==> config.mk <==
export PLATFORM = sky130hd
export DESIGN_NAME = slrs_seq
export DESIGN_NICKNAME = d
export VERILOG_FILES = /design/src/rtl/slrs_pkg.sv /design/src/rtl/slrs_seq.sv
export SDC_FILE = /design/constraint.sdc
export NUM_CORES = 1
export LEC_CHECK = 0
export BUFFER_PORTS_ARGS = -buffer_cell sky130_fd_sc_hd__buf_2
export CAP_MARGIN = 30
export CORE_MARGIN = 2
export CORE_UTILIZATION = 60
export DETAILED_ROUTE_END_ITERATION = 6
export PLACE_DENSITY = 0.84
export RECOVER_POWER = 50
export SETUP_SLACK_MARGIN = 0.4
export SLEW_MARGIN = 20
export SYNTH_ARGS = -nofsm -noshare
export SYNTH_HDL_FRONTEND = slang
export SYNTH_SLANG_ARGS = --single-unit
==> constraint.sdc <==
create_clock -name i_clk -period 7.5 [get_ports i_clk]
set_input_delay 1.5 -clock i_clk [delete_from_list [all_inputs] [get_ports i_clk]]
set_output_delay 1.5 -clock i_clk [all_outputs]
set_load 0.05 [all_outputs]
==> src/rtl/slrs_pkg.sv <==
// Shared types and constants for the sorted line record store.
// No dependencies; every other file imports this package.
package slrs_pkg;

    localparam int STORE_BYTES_DEF    = 4096;
    localparam int MAX_TEXT_BYTES_DEF = 255;

    // record header: number low, number high, length
    localparam int HEADER_BYTES = 3;
    // end marker at the tail of the store
    localparam int MARKER_BYTES = 2;

    localparam int          CAP_W     = 13;
    localparam logic [12:0] CAP_RESET = 13'd4096;

    // register index of capacity_limit
    localparam logic [1:0] REG_CAP = 2'd0;

    // result status codes
    localparam logic [1:0] ST_STORED = 2'd0;
    localparam logic [1:0] ST_NONE   = 2'd1;
    localparam logic [1:0] ST_FULL   = 2'd2;

    // source of the data for a queued store write
    typedef enum logic [1:0] {
        WS_DATA,
        WS_STORE,
        WS_TEXT
    } t_wsrc;

    // queued store write, executed in the cycle after it is issued
    typedef struct packed {
        logic       en;
        t_wsrc      src;
        logic [7:0] data;
    } t_wr_req;

endpackage

==> src/rtl/slrs_seq.sv <==
// Commit sequencer: buffers text, walks the record store, deletes, shifts, inserts.
// Depends on slrs_pkg and drives the two slrs_ram instances in the top level.
module slrs_seq
    import slrs_pkg::*;
#(
    parameter int STORE_BYTES    = STORE_BYTES_DEF,
    parameter int MAX_TEXT_BYTES = MAX_TEXT_BYTES_DEF,
    parameter int MA = $clog2(STORE_BYTES),
    parameter int TA = (MAX_TEXT_BYTES > 1) ? $clog2(MAX_TEXT_BYTES) : 1
) (
    input  logic             i_clk,
    input  logic             i_rst_n,
    input  logic [CAP_W-1:0] i_cap,
    // input channel
    input  logic             i_in_valid,
    output logic             o_in_ready,
    input  logic [15:0]      i_line_number,
    input  logic [7:0]       i_text_byte,
    input  logic             i_byte_valid,
    input  logic             i_last_byte,
    // result channel
    output logic             o_out_valid,
    input  logic             i_out_ready,
    output logic [1:0]       o_status,
    output logic [12:0]      o_used_bytes,
    // record store port
    output logic             o_st_we,
    output logic [MA-1:0]    o_st_waddr,
    output logic [7:0]       o_st_wdata,
    output logic [MA-1:0]    o_st_raddr,
    input  logic [7:0]       i_st_rdata,
    // text buffer port
    output logic             o_tb_we,
    output logic [TA-1:0]    o_tb_waddr,
    output logic [7:0]       o_tb_wdata,
    output logic [TA-1:0]    o_tb_raddr,
    input  logic [7:0]       i_tb_rdata
);

    localparam int AW = MA + 1;
    localparam int CW = ((AW > CAP_W) ? AW : CAP_W) + 1;

    localparam logic [3:0] S_IDLE = 4'd0;
    localparam logic [3:0] S_SA   = 4'd1;
    localparam logic [3:0] S_SB   = 4'd2;
    localparam logic [3:0] S_SC   = 4'd3;
    localparam logic [3:0] S_SD   = 4'd4;
    localparam logic [3:0] S_DEL  = 4'd5;
    localparam logic [3:0] S_CHK  = 4'd6;
    localparam logic [3:0] S_INS  = 4'd7;
    localparam logic [3:0] S_H0   = 4'd8;
    localparam logic [3:0] S_H1   = 4'd9;
    localparam logic [3:0] S_H2   = 4'd10;
    localparam logic [3:0] S_TXT  = 4'd11;
    localparam logic [3:0] S_RES  = 4'd12;

    logic [3:0]    r_state, n_state;
    logic [AW-1:0] r_pos, n_pos;
    logic [AW-1:0] r_src, n_src;
    logic [AW-1:0] r_used, n_used;
    logic [7:0]    r_len, n_len;
    logic [15:0]   r_num, n_num;
    logic [7:0]    r_lo, n_lo;
    logic [7:0]    r_hi, n_hi;
    logic [8:0]    r_size, n_size;
    logic [7:0]    r_j, n_j;
    logic [1:0]    r_stat, n_stat;
    t_wr_req       r_wr, n_wr;
    logic [MA-1:0] r_wa, n_wa;
    logic          r_ov, n_ov;
    logic [1:0]    r_os, n_os;
    logic [12:0]   r_ou, n_ou;

    logic          in_acc;
    logic [AW-1:0] rec_end;
    logic [AW-1:0] rd_size;
    logic [15:0]   rec_num;
    logic [CW-1:0] need;
    logic [CW-1:0] lim;

    assign o_in_ready = (r_state == S_IDLE);
    assign in_acc     = i_in_valid && o_in_ready;
    assign rec_end    = r_used - AW'(MARKER_BYTES);
    assign rd_size    = AW'(i_st_rdata) + AW'(HEADER_BYTES);
    assign rec_num    = {r_hi, r_lo};
    assign need       = CW'(r_used) + CW'(r_len) + CW'(HEADER_BYTES);
    assign lim        = (CW'(i_cap) > CW'(STORE_BYTES)) ? CW'(STORE_BYTES) : CW'(i_cap);

    // queued store write executes here, in the cycle after its read address is issued
    always_comb begin
        o_st_we    = r_wr.en;
        o_st_waddr = r_wa;
        case (r_wr.src)
            WS_STORE: o_st_wdata = i_st_rdata;
            WS_TEXT:  o_st_wdata = i_tb_rdata;
            default:  o_st_wdata = r_wr.data;
        endcase
    end

    assign o_tb_wdata = i_text_byte;
    assign o_tb_waddr = TA'(r_len);

    // sequencer
    always_comb begin
        n_state = r_state;
        n_pos   = r_pos;
        n_src   = r_src;
        n_used  = r_used;
        n_len   = r_len;
        n_num   = r_num;
        n_lo    = r_lo;
        n_hi    = r_hi;
        n_size  = r_size;
        n_j     = r_j;
        n_stat  = r_stat;
        n_wr    = '{en: 1'b0, src: WS_DATA, data: 8'd0};
        n_wa    = r_wa;
        n_ov    = r_ov && !i_out_ready;
        n_os    = r_os;
        n_ou    = r_ou;
        o_st_raddr = MA'(r_pos);
        o_tb_raddr = TA'(r_j);
        o_tb_we    = 1'b0;

        unique case (r_state)
            S_IDLE: begin
                if (in_acc) begin
                    if (i_byte_valid && (r_len < 8'(MAX_TEXT_BYTES))) begin
                        o_tb_we = 1'b1;
                        n_len   = r_len + 8'd1;
                    end
                    if (i_last_byte) begin
                        n_num = i_line_number;
                        n_pos = '0;
                        if (i_line_number == 16'd0) begin
                            n_stat  = ST_NONE;
                            n_state = S_RES;
                        end else begin
                            n_state = S_SA;
                        end
                    end
                end
            end
            // walk: read number low, high and length of the record at pos
            S_SA: begin
                if (r_pos < rec_end) begin
                    o_st_raddr = MA'(r_pos);
                    n_state    = S_SB;
                end else begin
                    n_state = S_CHK;
                end
            end
            S_SB: begin
                n_lo       = i_st_rdata;
                o_st_raddr = MA'(r_pos + AW'(1));
                n_state    = S_SC;
            end
            S_SC: begin
                n_hi       = i_st_rdata;
                o_st_raddr = MA'(r_pos + AW'(2));
                n_state    = S_SD;
            end
            S_SD: begin
                if (rec_num < r_num) begin
                    n_pos   = r_pos + rd_size;
                    n_state = S_SA;
                end else if (rec_num == r_num) begin
                    n_size  = 9'(i_st_rdata) + 9'(HEADER_BYTES);
                    n_src   = r_pos + rd_size;
                    n_state = S_DEL;
                end else begin
                    n_state = S_CHK;
                end
            end
            // close the gap, ascending copy
            S_DEL: begin
                if (r_src < r_used) begin
                    o_st_raddr = MA'(r_src);
                    n_wr       = '{en: 1'b1, src: WS_STORE, data: 8'd0};
                    n_wa       = MA'(r_src - AW'(r_size));
                    n_src      = r_src + AW'(1);
                end else begin
                    n_used  = r_used - AW'(r_size);
                    n_state = S_CHK;
                end
            end
            S_CHK: begin
                if (need >= lim) begin
                    n_stat  = ST_FULL;
                    n_state = S_RES;
                end else if (r_len == 8'd0) begin
                    n_stat  = ST_NONE;
                    n_state = S_RES;
                end else begin
                    n_src   = r_used - AW'(1);
                    n_size  = 9'(r_len) + 9'(HEADER_BYTES);
                    n_state = S_INS;
                end
            end
            // open the gap, descending copy
            S_INS: begin
                o_st_raddr = MA'(r_src);
                n_wr       = '{en: 1'b1, src: WS_STORE, data: 8'd0};
                n_wa       = MA'(r_src + AW'(r_size));
                if (r_src == r_pos) begin
                    n_state = S_H0;
                end else begin
                    n_src = r_src - AW'(1);
                end
            end
            S_H0: begin
                n_wr    = '{en: 1'b1, src: WS_DATA, data: r_num[7:0]};
                n_wa    = MA'(r_pos);
                n_state = S_H1;
            end
            S_H1: begin
                n_wr    = '{en: 1'b1, src: WS_DATA, data: r_num[15:8]};
                n_wa    = MA'(r_pos + AW'(1));
                n_state = S_H2;
            end
            S_H2: begin
                n_wr    = '{en: 1'b1, src: WS_DATA, data: r_len};
                n_wa    = MA'(r_pos + AW'(2));
                n_j     = 8'd0;
                n_state = S_TXT;
            end
            S_TXT: begin
                o_tb_raddr = TA'(r_j);
                n_wr       = '{en: 1'b1, src: WS_TEXT, data: 8'd0};
                n_wa       = MA'(r_pos + AW'(HEADER_BYTES) + AW'(r_j));
                if (r_j == r_len - 8'd1) begin
                    n_used  = r_used + AW'(r_size);
                    n_stat  = ST_STORED;
                    n_state = S_RES;
                end else begin
                    n_j = r_j + 8'd1;
                end
            end
            S_RES: begin
                if (!r_ov || i_out_ready) begin
                    n_ov    = 1'b1;
                    n_os    = r_stat;
                    n_ou    = 13'(r_used);
                    n_len   = 8'd0;
                    n_state = S_IDLE;
                end
            end
            default: begin
                n_state = S_IDLE;
            end
        endcase
    end

    // control state
    always_ff @(posedge i_clk) begin
        if (!i_rst_n) begin
            r_state <= S_IDLE;
            r_used  <= AW'(MARKER_BYTES);
            r_len   <= 8'd0;
            r_wr    <= '{en: 1'b0, src: WS_DATA, data: 8'd0};
            r_ov    <= 1'b0;
        end else begin
            r_state <= n_state;
            r_used  <= n_used;
            r_len   <= n_len;
            r_wr    <= n_wr;
            r_ov    <= n_ov;
        end
    end

    // datapath registers
    always_ff @(posedge i_clk) begin
        r_pos  <= n_pos;
        r_src  <= n_src;
        r_num  <= n_num;
        r_lo   <= n_lo;
        r_hi   <= n_hi;
        r_size <= n_size;
        r_j    <= n_j;
        r_stat <= n_stat;
        r_wa   <= n_wa;
        r_os   <= n_os;
        r_ou   <= n_ou;
    end

    assign o_out_valid  = r_ov;
    assign o_status     = r_os;
    assign o_used_bytes = r_ou;

    // checks
    a_used_floor: assert property (@(posedge i_clk) disable iff (!i_rst_n)
        r_used >= AW'(MARKER_BYTES))
        else $error("store use below end marker size");

    a_len_max: assert property (@(posedge i_clk) disable iff (!i_rst_n)
        r_len <= 8'(MAX_TEXT_BYTES))
        else $error("text length above buffer depth");

    a_shift_bound: assert property (@(posedge i_clk) disable iff (!i_rst_n)
        (r_state == S_INS) |-> (r_src >= r_pos))
        else $error("insert shift ran below the gap");

    a_no_wr_idle: assert property (@(posedge i_clk) disable iff (!i_rst_n)
        (r_state == S_IDLE) && $past(r_state == S_IDLE) |-> !r_wr.en)
        else $error("store write pending while idle");

endmodule

==> results.md, run 1 <==
* Post-synth top flop: edfxtp_1
* Total CTS buffers at 17
* CORE AREA at around 20000 um^2
* Final clock skew at about 0.017 ns
* CTS tree: built
* # port buffers at around 120
* Crit path kind: flop to output pin
* Gate Count Post-Synth at 1427
* Synthesized cell area at around 12000 um^2
* H-tree Lvls at 4
* Post-CTS setup buffer count at 0
* CP endpoint kind: output pin
* Layout Nets at roughly 1700
* Initial DRC count at roughly 1500
* # rows at 52
* Filler Cell Count at between 1500 and 2000
* Leakage at 5.472 nW
* Placer Congestion at about 1.0
* Root buffer cell: clkbuf_16
* Worst Hold Class: flop to flop
* Max-Cap Viols at 1
* Critical path startpoint category: flop
* Violated checks: capacitance limit, slew limit
* Setup_tns at 0 ns
* Unrepaired setup endpoints after global routing: no
* Remaining DRCs at 0
* Peak VDD IR at about 0.19 mV
* Worst slew pin tran at 1.969 ns
* Initial core utilization at a little over 60%
* WHS at 0.4370 ns
* Worst-path fanout max at 38
* YS warnings at 0
* DRT Wirelength at 38.77 mm
* Count of cell types in the netlist at 70
* Via count at 11750
* Slew margin rel. at -31.26%
* FMAX at about 150 MHz
* Antenna viol nets, final at 0
* DR vias/cell at ~6.6
* Compound-Gate Fraction of Synth Area at approximately a fifth
* Status: finished, violations left
* Vias in the first global route at around 11000
* R2r setup slk at 1.21 ns
* Global-route wire length before repair at ~60 mm
* Final Hold Fails at 0
* Die width at 147.8 um
* HPWL Detailed at around 29 mm
* Worst EP required at roughly 6 ns
* Synth Register Bits at ~140
* CTS sink cnt at 141
* Non-filler cells, final at between 1500 and 2000
* Resized cells post-CTS at 0
* Layout cells sized above 1 at under 10%
* Clock-pin slew on the worst setup and hold paths at approximately 0.070 ns
* Ports at 134
* Initial antenna violation count at 0
* Clock latency at the later pin of the worst-skew pair at 0.45 ns
* Multiplexer area fraction after synthesis at under 10%
* Clock Path Buffers at 2
* Seq/Total Area, Yosys at 31.14%
* Overflow after GRT at 0
* Simple-gate share of the synthesized area at between 10% and 20%
* Die Ht at around 150 um
* Hold buffer count at CTS at 0
* Pwr dens at roughly 280 nW/um^2
* Signal arrival time at the worst endpoint at roughly 5 ns
* Main combinational cell family by area after synthesis: compound AO/OA/AOI/OAI gates
* # diodes at 0
* Final setup fails at 0
* 1st-pass router iterations at 6
* Total GRT Usage at 35.23%
* Final Instance Area at ~14000 um^2
* Syn Area/Cell at 8.696 um^2
* Syn Nets at around 1600
* Number of enable flip-flop cells after synthesis at 104
* Placed cell count at 1754
* XOR/XNOR Fraction of Synth Area at between 10% and 20%
* Die area at 21850 um^2
* Tcrit/Tclk final at between 80 and 90%
* Max-slew violations at 39
* Fin util at between 60% and 70%
* Adder-cell share of the synthesized area at between 15 and 20%
* Dpl cell area at between 10000 and 15000 um^2
* Final Critical Period at roughly 6.6 ns
* Largest net degree at the start of global routing at 44
* WL/cell at ~22 um
* Area grow syn2layout at 9.992%
* Async set or reset register ratio after synthesis at 0%
## cells in the final DEF (no fill, tap or decap), types with 13 or more instances in the layout
cell	instances
o221ai_1	14
mux2i_1	18
xnor2_1	102
clkbuf_1	54
nand3_1	55
a21o_1	19
a22oi_1	13
nor2_1	125
and3_1	16
ha_1	148
nand2_1	124
o21ai_0	88
nand4_1	20
nor3_1	26
dfxtp_1	37
inv_1	75
xor2_1	45
a21oi_1	114
buf_2	68
a211oi_1	17
clkbuf_16	17
edfxtp_1	104
nor2b_1	13
## layout make-up
cell class                      instances  area [um^2]  share of cell area [%]
Multi-Input combinational cell       1132         7935                   58.14
Inverter                               82        307.8                   2.255
Timing Repair Buffer                  129        595.6                   4.363
Clock inverter                         15        183.9                   1.348
Sequential cell                       141         3864                   28.31
Tap cell                              270        337.8                   2.475
Clock buffer                           17        425.4                   3.117
## cell usage after synthesis (all sizes together), types with 6 or more instances
library cell / n / area, um^2
nand2: 124 / 465.5
a21oi: 115 / 579.3
a211oi: 17 / 127.6
buf: 15 / 95.09
o211ai: 8 / 60.06
nand3: 55 / 275.3
o21ai: 88 / 440.4
and2: 8 / 50.05
clkbuf: 57 / 214.0
nor3b: 7 / 52.55
o31ai: 8 / 60.06
a221oi: 10 / 87.58
clkinv: 7 / 26.28
o21a: 6 / 45.04
nand2b: 9 / 56.30
a2111oi: 6 / 58.80
nor2: 125 / 469.2
xnor2: 102 / 893.4
inv: 75 / 281.5
xor2: 45 / 394.1
nor2b: 13 / 81.33
dfxtp: 37 / 740.7
o22ai: 7 / 43.79
and3: 16 / 100.1
or3: 8 / 65.06
edfxtp: 104 / 3123
a311oi: 6 / 52.55
a31oi: 8 / 50.05
ha: 148 / 1852
o221ai: 14 / 122.6
nand4: 20 / 125.1
nor4: 11 / 75.07
o21bai: 8 / 60.06
nor3: 26 / 130.1
o2111ai: 7 / 61.31
a211o: 9 / 78.83
mux2i: 18 / 180.2
fa: 6 / 120.1
a21o: 19 / 142.6
a22oi: 13 / 97.59
a41oi: 6 / 52.55
## worst paths after layout
| path | startpoint | end | cells after the start |
|---|---|---|---|
| worst min register to register | r_stat[1] | o_status[1] | 0 |
| worst max-delay path | r_state[1] | o_st_raddr[3] | 10 |
| worst max register to register | r_used[1] | r_size[6] | 20 |
| worst min-delay path | r_stat[1] | o_status[1] | 0 |
## flip-flops by register name (all words and copies together) (netlist names), 2 cells and up
register and flops:
o_st_waddr 12, o_used_bytes 13, o_status 2, r_wr 10, o_tb_waddr 8, o_tb_raddr 8, r_num 16, r_hi 8
r_stat 2, r_lo 8, r_size 9, r_state 4, r_pos 13, r_used 13, r_src 13
## through the flow
step | setup WS, ns | power (mW)
finish | 0.8878 | 3.833
global route | 0.7207 | 4.013
detailed placement | 1.310 | 2.916
CTS | 1.308 | 3.791
floorplan | 1.404 | 2.451
global placement | 1.424 | 2.867
## logic make-up after synthesis
kind of cell | count (synthesis)
fa+ha+maj | 154
flops | 141
compound gates | 378
simple gates | 434
mux | 19
buf+inv | 154
xor+xnor | 147
## worst max-delay path, cell delays in order, from the launching register on
cell and delay [ns]:
dfxtp_1 0.78, clkbuf_1 1.47, nand2_1 0.55, clkinv_1 0.57, ha_1 0.35, a211oi_1 0.06
o21ai_0 0.10, inv_1 0.07, a21oi_1 0.14, a2bb2oi_1 0.24, buf_2 0.31
## power breakdown
part / switching (mW) / total [mW] / internal [mW]
sequential: 0.188 / 1.19 / 1.00
clock: 0.418 / 0.873 / 0.455
combinational: 1.18 / 1.77 / 0.589
## layer usage
layer | up-vias | share of wire (%) | track usage, %
met5 | - | 0 | 0
met4 | 0 | 4.2 | 14.86
met3 | 144 | 12 | 7.500
met2 | 746 | 45 | 55.91
met1 | 5459 | 39 | 46.91
li1 | 5396 | - | -
(Power assumes the default switching activity.)
==> inputs of run 2 (changes only) <==
CELL_PAD_IN_SITES_DETAIL_PLACEMENT = 0   (was unset)
CELL_PAD_IN_SITES_GLOBAL_PLACEMENT = 1   (was unset)
CORE_UTILIZATION = 46   (was 60)
PLACE_DENSITY = 0.85   (was 0.84)
==> results.md, run 2 (synthesis results as in run 1) <==
* 1st-pass router iterations at 5 (-1)
* Max-Cap Viols at 0 (-1)
* Clock Path Buffers at 2 (unchanged)
* Unrepaired setup endpoints after global routing: no
* Via count at 11390 (-3.0%)
* Status: finished, final reports clean
* Setup slack after layout at 1.501 ns (+0.6131 ns)
* Signal arrival time at the worst endpoint at 4.50 ns (-0.61 ns)
* Commonest non-fill, non-tap cell in the layout: ha_1
* Die width at 168.2 um (+14%)
* HPWL Detailed at 30.79 mm (+6.2%)
* Register with the most flip-flops: r_num
* R2R depth at 21 (+5.0%)
* Area grow syn2layout at 11.12%
* Crit path kind: flop to output pin
* Filler Cell Count at 2583 (+57%)
* Dpl cell area at 13250 um^2 (+0.98%)
* Max reg flops at 16 (unchanged)
* Initial antenna violation count at 1 (+1)
* Final Critical Period at 5.999 ns (-0.6131 ns)
* R2r setup slk at 2.00 ns (+0.79 ns)
* CTS tree: built
* Total CTS buffers at 17 (unchanged)
* H-tree Lvls at 4 (unchanged)
* Worst EP required at 6.00 ns (about the same)
* Tcrit/Tclk final at 79.99% (-8.2 points)
* Clock-pin slew on the worst setup and hold paths at 0.07 ns (about the same)
* Layout Nets at 1722 (+0.35%)
* Initial core utilization at 46.43% (-15 points)
* Root buffer cell: clkbuf_16
* Global-route wire length before repair at 61.87 mm (+3.6%)
* Vias in the first global route at 10890 (-1.8%)
* Final Hold Fails at 0 (unchanged)
* CORE AREA at 26730 um^2 (+32%)
* Remaining DRCs at 0 (unchanged)
* Layout cells sized above 1 at 8.410% (+0.36 points)
* Dpl ws at 2.122 ns (+0.8120 ns)
* # diodes at 0 (unchanged)
* CP endpoint kind: output pin
* Most frequent cells in the layout: ha_1 (148), nor2_1 (125), nand2_1 (124)
* Leakage at 5.506 nW (+0.63%)
* Clock latency at the later pin of the worst-skew pair at 0.44 ns (about the same)
* Pwr dens at 279.9 nW/um^2 (-0.33%)
* Die area at 28310 um^2 (+30%)
* DR vias/cell at 6.113 (-7.0%)
* FMAX at 166.7 MHz (+10%)
* Worst Hold Class: flop to flop
* Final clock skew at 0.01791 ns (+0.0005409 ns)
* Non-filler cells, final at 1863 (+4.3%)
* Final Instance Area at 13790 um^2 (+1.0%)
* Final setup fails at 0 (unchanged)
* Largest net degree at the start of global routing at 44 (unchanged)
* WL/cell at 21.60 um (-0.48%)
* Ports at 134 (unchanged)
* Post-CTS setup buffer count at 0 (unchanged)
* Placed cell count at 1830 (+4.3%)
* Critical path startpoint category: flop
* Setup_tns at 0 ns (unchanged)
* Initial DRC count at 982 (-32%)
* Critical path origin: r_state[1]
* # rows at 60 (+15%)
* Resized cells post-CTS at 0 (unchanged)
* Fin util at 51.60% (-16 points)
* DRT Wirelength at 40.25 mm (+3.8%)
* # port buffers at 117 (unchanged)
* CTS sink cnt at 141 (unchanged)
* Peak VDD IR at 0.1747 mV (-8.2%)
* Slew margin rel. at 19.81% (+51 points)
* Max-slew violations at 0 (-100%)
* Worst r2r src: r_used[1]
* Total GRT Usage at 28.39% (-6.8 points)
* Hold buffer count at CTS at 0 (unchanged)
* Overflow after GRT at 0 (unchanged)
* Die Ht at 168.2 um (+14%)
* Worst slew pin tran at 1.203 ns (-0.7660 ns)
* Worst Setup EP: o_st_raddr[1]
* R2r endpoint: r_size[6]
* Worst-path fanout max at 27 (-29%)
* Antenna viol nets, final at 0 (unchanged)
* Placer Congestion at 0.9420 (-5.6%)
run 2: metal layers:
layer	part of all wire [%]	track usage [%]	routed length, um	vias up
met1	44	39.27	17660	5391
met4	3.0	9.670	1204	0
met2	44	44.59	17780	531
met5	0	0	0	-
met3	8.9	5.430	3602	81
li1	-	-	-	5386
run 2: critical path, cell delays in order (launching register included):
cell and delay, ns:
dfxtp_1 1.09, clkbuf_1 0.96, nand3_1 0.38, inv_1 0.55
nand2_1 0.14, a31oi_1 0.20, nor2_1 0.06, a41oi_1 0.32
buf_2 0.34
run 2: worst min path at each step:
| stage | depth (start not counted) | end | from |
|---|---|---|---|
| floorplan | 0 | o_status[0] | r_stat[0] |
| global placement | 0 | o_status[0] | r_stat[0] |
| detailed placement | 0 | o_status[1] | r_stat[1] |
| CTS | 0 | o_status[0] | r_stat[0] |
| global route | 0 | o_status[1] | r_stat[1] |
| finish | 0 | o_status[1] | r_stat[1] |
run 2: layout make-up:
| cell class | instances | area (um^2) | share of cell area, % |
|---|---|---|---|
| multi-input cells | 1132 | 7929 | 57.50 |
| inverters | 82 | 307.8 | 2.232 |
| clock buffers | 17 | 425.4 | 3.085 |
| flip-flops and latches | 141 | 3864 | 28.02 |
| clock inverters | 15 | 195.2 | 1.415 |
| well taps | 341 | 426.7 | 3.094 |
| repair buffers | 135 | 641.9 | 4.655 |
run 2: power breakdown:
group          switching [mW]  leakage [nW]  internal, mW
Sequential              0.170          1.26          1.00
Clock                   0.398         0.301         0.508
Combinational            1.19          3.95         0.595
Total                    1.75          5.51          2.10
run 2: metrics by stage:
step	power, mW	hold slack [ns]
after floorplan	2.451	0.4003
after global placement	2.922	0.4067
after detailed placement	2.940	0.4234
after CTS	3.850	0.4385
after global routing	4.062	0.4416
final	3.859	0.4384
==> inputs of run 3 (changes only) <==
clock period = 5.9 ns   (was 7.5 ns; I/O delays follow)
==> results.md, run 3 (synthesis results as in run 1) <==
* DR vias/cell at 6.121 (+0.13%)
* Initial antenna violation count at 0 (-1)
* Root buffer cell: clkbuf_16
* Total CTS buffers at 17 (unchanged)
* Largest net degree at the start of global routing at 40 (-9.1%)
* Pwr dens at 356.8 nW/um^2 (+27%)
* Crit path buffers/inverters at 5 (+2)
* Critical path startpoint category: flop
* Signal arrival time at the worst endpoint at 5.39 ns (+0.89 ns)
* Final setup fails at 0 (unchanged)
* Setup_tns at 0 ns (unchanged)
* Clock share of power at 24.2% (+0.7 points)
* Die area at 28310 um^2 (unchanged)
* Worst-path cell chain: inv_1, ha_1, inv_1, ha_1, inv_1, fa_1, nor2b_2, o2111ai_1, and3_1, a21oi_4, nand3_1, xnor2_1, ha_1, a211o_1, a2111oi_2, a21oi_1, a311oi_1, buf_4, nand2_1, a311oi_4, buf_6
* Die width at 168.2 um (unchanged)
* Layout Nets at 1736 (+0.81%)
* Most frequent cells in the layout: ha_1 (148), nor2_1 (125), nand2_1 (124)
* CTS tree: built
* Initial DRC count at 1262 (+29%)
* Final Critical Period at ~5.3 ns
* Leakage at 5.536 nW (+0.54%)
* Internal power at 2.736 mW (+30%)
* Clock latency at the later pin of the worst-skew pair at 0.44 ns (about the same)
* Via count at 11490 (+0.88%)
* Filler Cell Count at 2538 (-1.7%)
* Comb power frac at 45.8% (-0.4 points)
* Initial core utilization at 46.43% (unchanged)
* Critical Path Max Stage Delay at 0.50 ns (-0.59 ns)
* Total GRT Usage at 28.54% (+0.15 points)
* # diodes at 0 (unchanged)
* R2R depth at 21 (unchanged)
* Max-Cap Viols at 0 (unchanged)
* Flop pwr share at 30.1% (-0.2 points)
* R2r endpoint: r_src[5]
* Max-slew violations at 0 (unchanged)
* Commonest non-fill, non-tap cell in the layout: ha_1
* Min-Delay Startpoint: r_stat[0]
* Status: finished, final reports clean
* WL/cell at 21.72 um (+0.53%)
* Register with the most flip-flops: r_num
* Worst-path fanout max at 7 (-74%)
* # port buffers at 117 (unchanged)
* Fin util at 52.25% (+0.65 points)
* Sw frac at 45.07% (-0.39 points)
* CORE AREA at 26730 um^2 (unchanged)
* # rows at 60 (unchanged)
* Top Family by Delay on Critical Path: compound AO/OA/AOI/OAI gates
* Hold path endpoint: o_status[0]
* Clock Path Buffers at 2 (unchanged)
* Slew margin rel. at 18.81% (-0.99 points)
* Final clock skew at 0.01460 ns (-0.003306 ns)
* DRT Wirelength at 40.77 mm (+1.3%)
* Worst r2r src: r_used[1]
* Max reg flops at 16 (unchanged)
* CP endpoint kind: flop
* Tcrit/Tclk final at 89.09%
* FMAX at roughly 190 MHz
* Clock-pin slew on the worst setup and hold paths at 0.07 ns (about the same)
* Placed cell count at 1842 (+0.66%)
* Crit path kind: flop to flop
* CTS sink cnt at 141 (unchanged)
* Worst slew pin tran at 1.216 ns (+0.01326 ns)
* Unrepaired setup endpoints after global routing: no
* Worst EP required at 6.04 ns (+0.04 ns)
* Area grow syn2layout at 12.52%
* WP depth at 21 (+13)
* HPWL Detailed at 30.79 mm (about the same)
* Layout cells sized above 1 at 8.464% (+0.054 points)
* H-tree Lvls at 4 (unchanged)
* Vias in the first global route at 10840 (-0.47%)
* 1st-pass router iterations at 5 (unchanged)
* Final Hold Fails at 0 (unchanged)
* WHS at 0.4954 ns (+0.05696 ns)
* Placer Congestion at 0.9546 (+1.3%)
* Overflow after GRT at 0 (unchanged)
* Peak VDD IR at 0.1848 mV (+5.7%)
* Switching power at 2.245 mW (+28%)
* Worst Hold Class: flop to flop
* R2r setup slk at 0.64 ns (-1.36 ns)
* Non-filler cells, final at 1877 (+0.75%)
* Antenna viol nets, final at 0 (unchanged)
* Hold buffer count at CTS at 0 (unchanged)
* Ports at 134 (unchanged)
* Hold path depth at 0 (unchanged)
* Slowest cell on crit path: a311oi_4
* Global-route wire length before repair at 61.99 mm (+0.19%)
* Die Ht at 168.2 um (unchanged)
* Remaining DRCs at 0 (unchanged)
[run 3: cell types whose count changed in the layout (fill, tap and decap cells not counted), moves of 2 or more]
| cell | delta |
|---|---|
| buf_4 | +9 |
| buf_2 | -16 |
| inv_8 | +2 |
| inv_6 | -2 |
| buf_6 | +2 |
| clkbuf_1 | +19 |
[run 3: worst max path at each step]
stage / start / endpoint / slack [ns]
after floorplan: o_tb_waddr[0] / r_src[0] / 0.41
after CTS: o_tb_waddr[1] / r_size[4] / 0.41
after detailed placement: o_tb_waddr[1] / r_size[3] / 0.44
after global routing: r_used[1] / r_src[5] / 0.35
final: r_used[1] / r_src[5] / 0.64
after global placement: o_tb_waddr[1] / r_size[1] / 0.68
[run 3: through the flow]
stage	worst slack, ns	instance area, um^2	power (mW)
6_report	0.6438	13960	4.982
5_1_grt	0.3530	13960	5.249
4_1_cts	0.4076	14000	4.951
3_5_place_dp	0.4449	13350	3.749
3_3_place_gp	0.6833	13350	3.725
2_1_floorplan	0.4097	12430	3.121
[run 3: layout make-up]
cell class	instances	area, um^2	share of cell area, %
Multi-Input combinational cell	1132	7979	57.14
Inverter	82	307.8	2.204
Clock inverter	15	222.7	1.595
Clock buffer	17	425.4	3.047
Sequential cell	141	3865	27.68
Timing Repair Buffer	149	737.0	5.278
Tap cell	341	426.7	3.056
[run 3: what timing repair did]
action / 4_1_cts / 5_1_grt
setup buffers: 0 / 1
resized for setup: 0 / 12
endpoints found under the setup margin: 0 / 22
[run 3: routing by layer]
metal | share of wire, % | track usage, %
met1 | 45 | 40.53
met2 | 45 | 45.45
met3 | 7.6 | 4.137
met4 | 2.2 | 7.834
met5 | 0 | 0
[run 3: power by group through the flow]
stage	clock network [mW]	registers, mW	logic, mW
2_1_floorplan	0	1.53	1.59
3_3_place_gp	0	1.51	2.22
3_5_place_dp	0	1.51	2.24
4_1_cts	1.21	1.49	2.25
5_1_grt	1.25	1.51	2.49
6_report	1.20	1.50	2.28
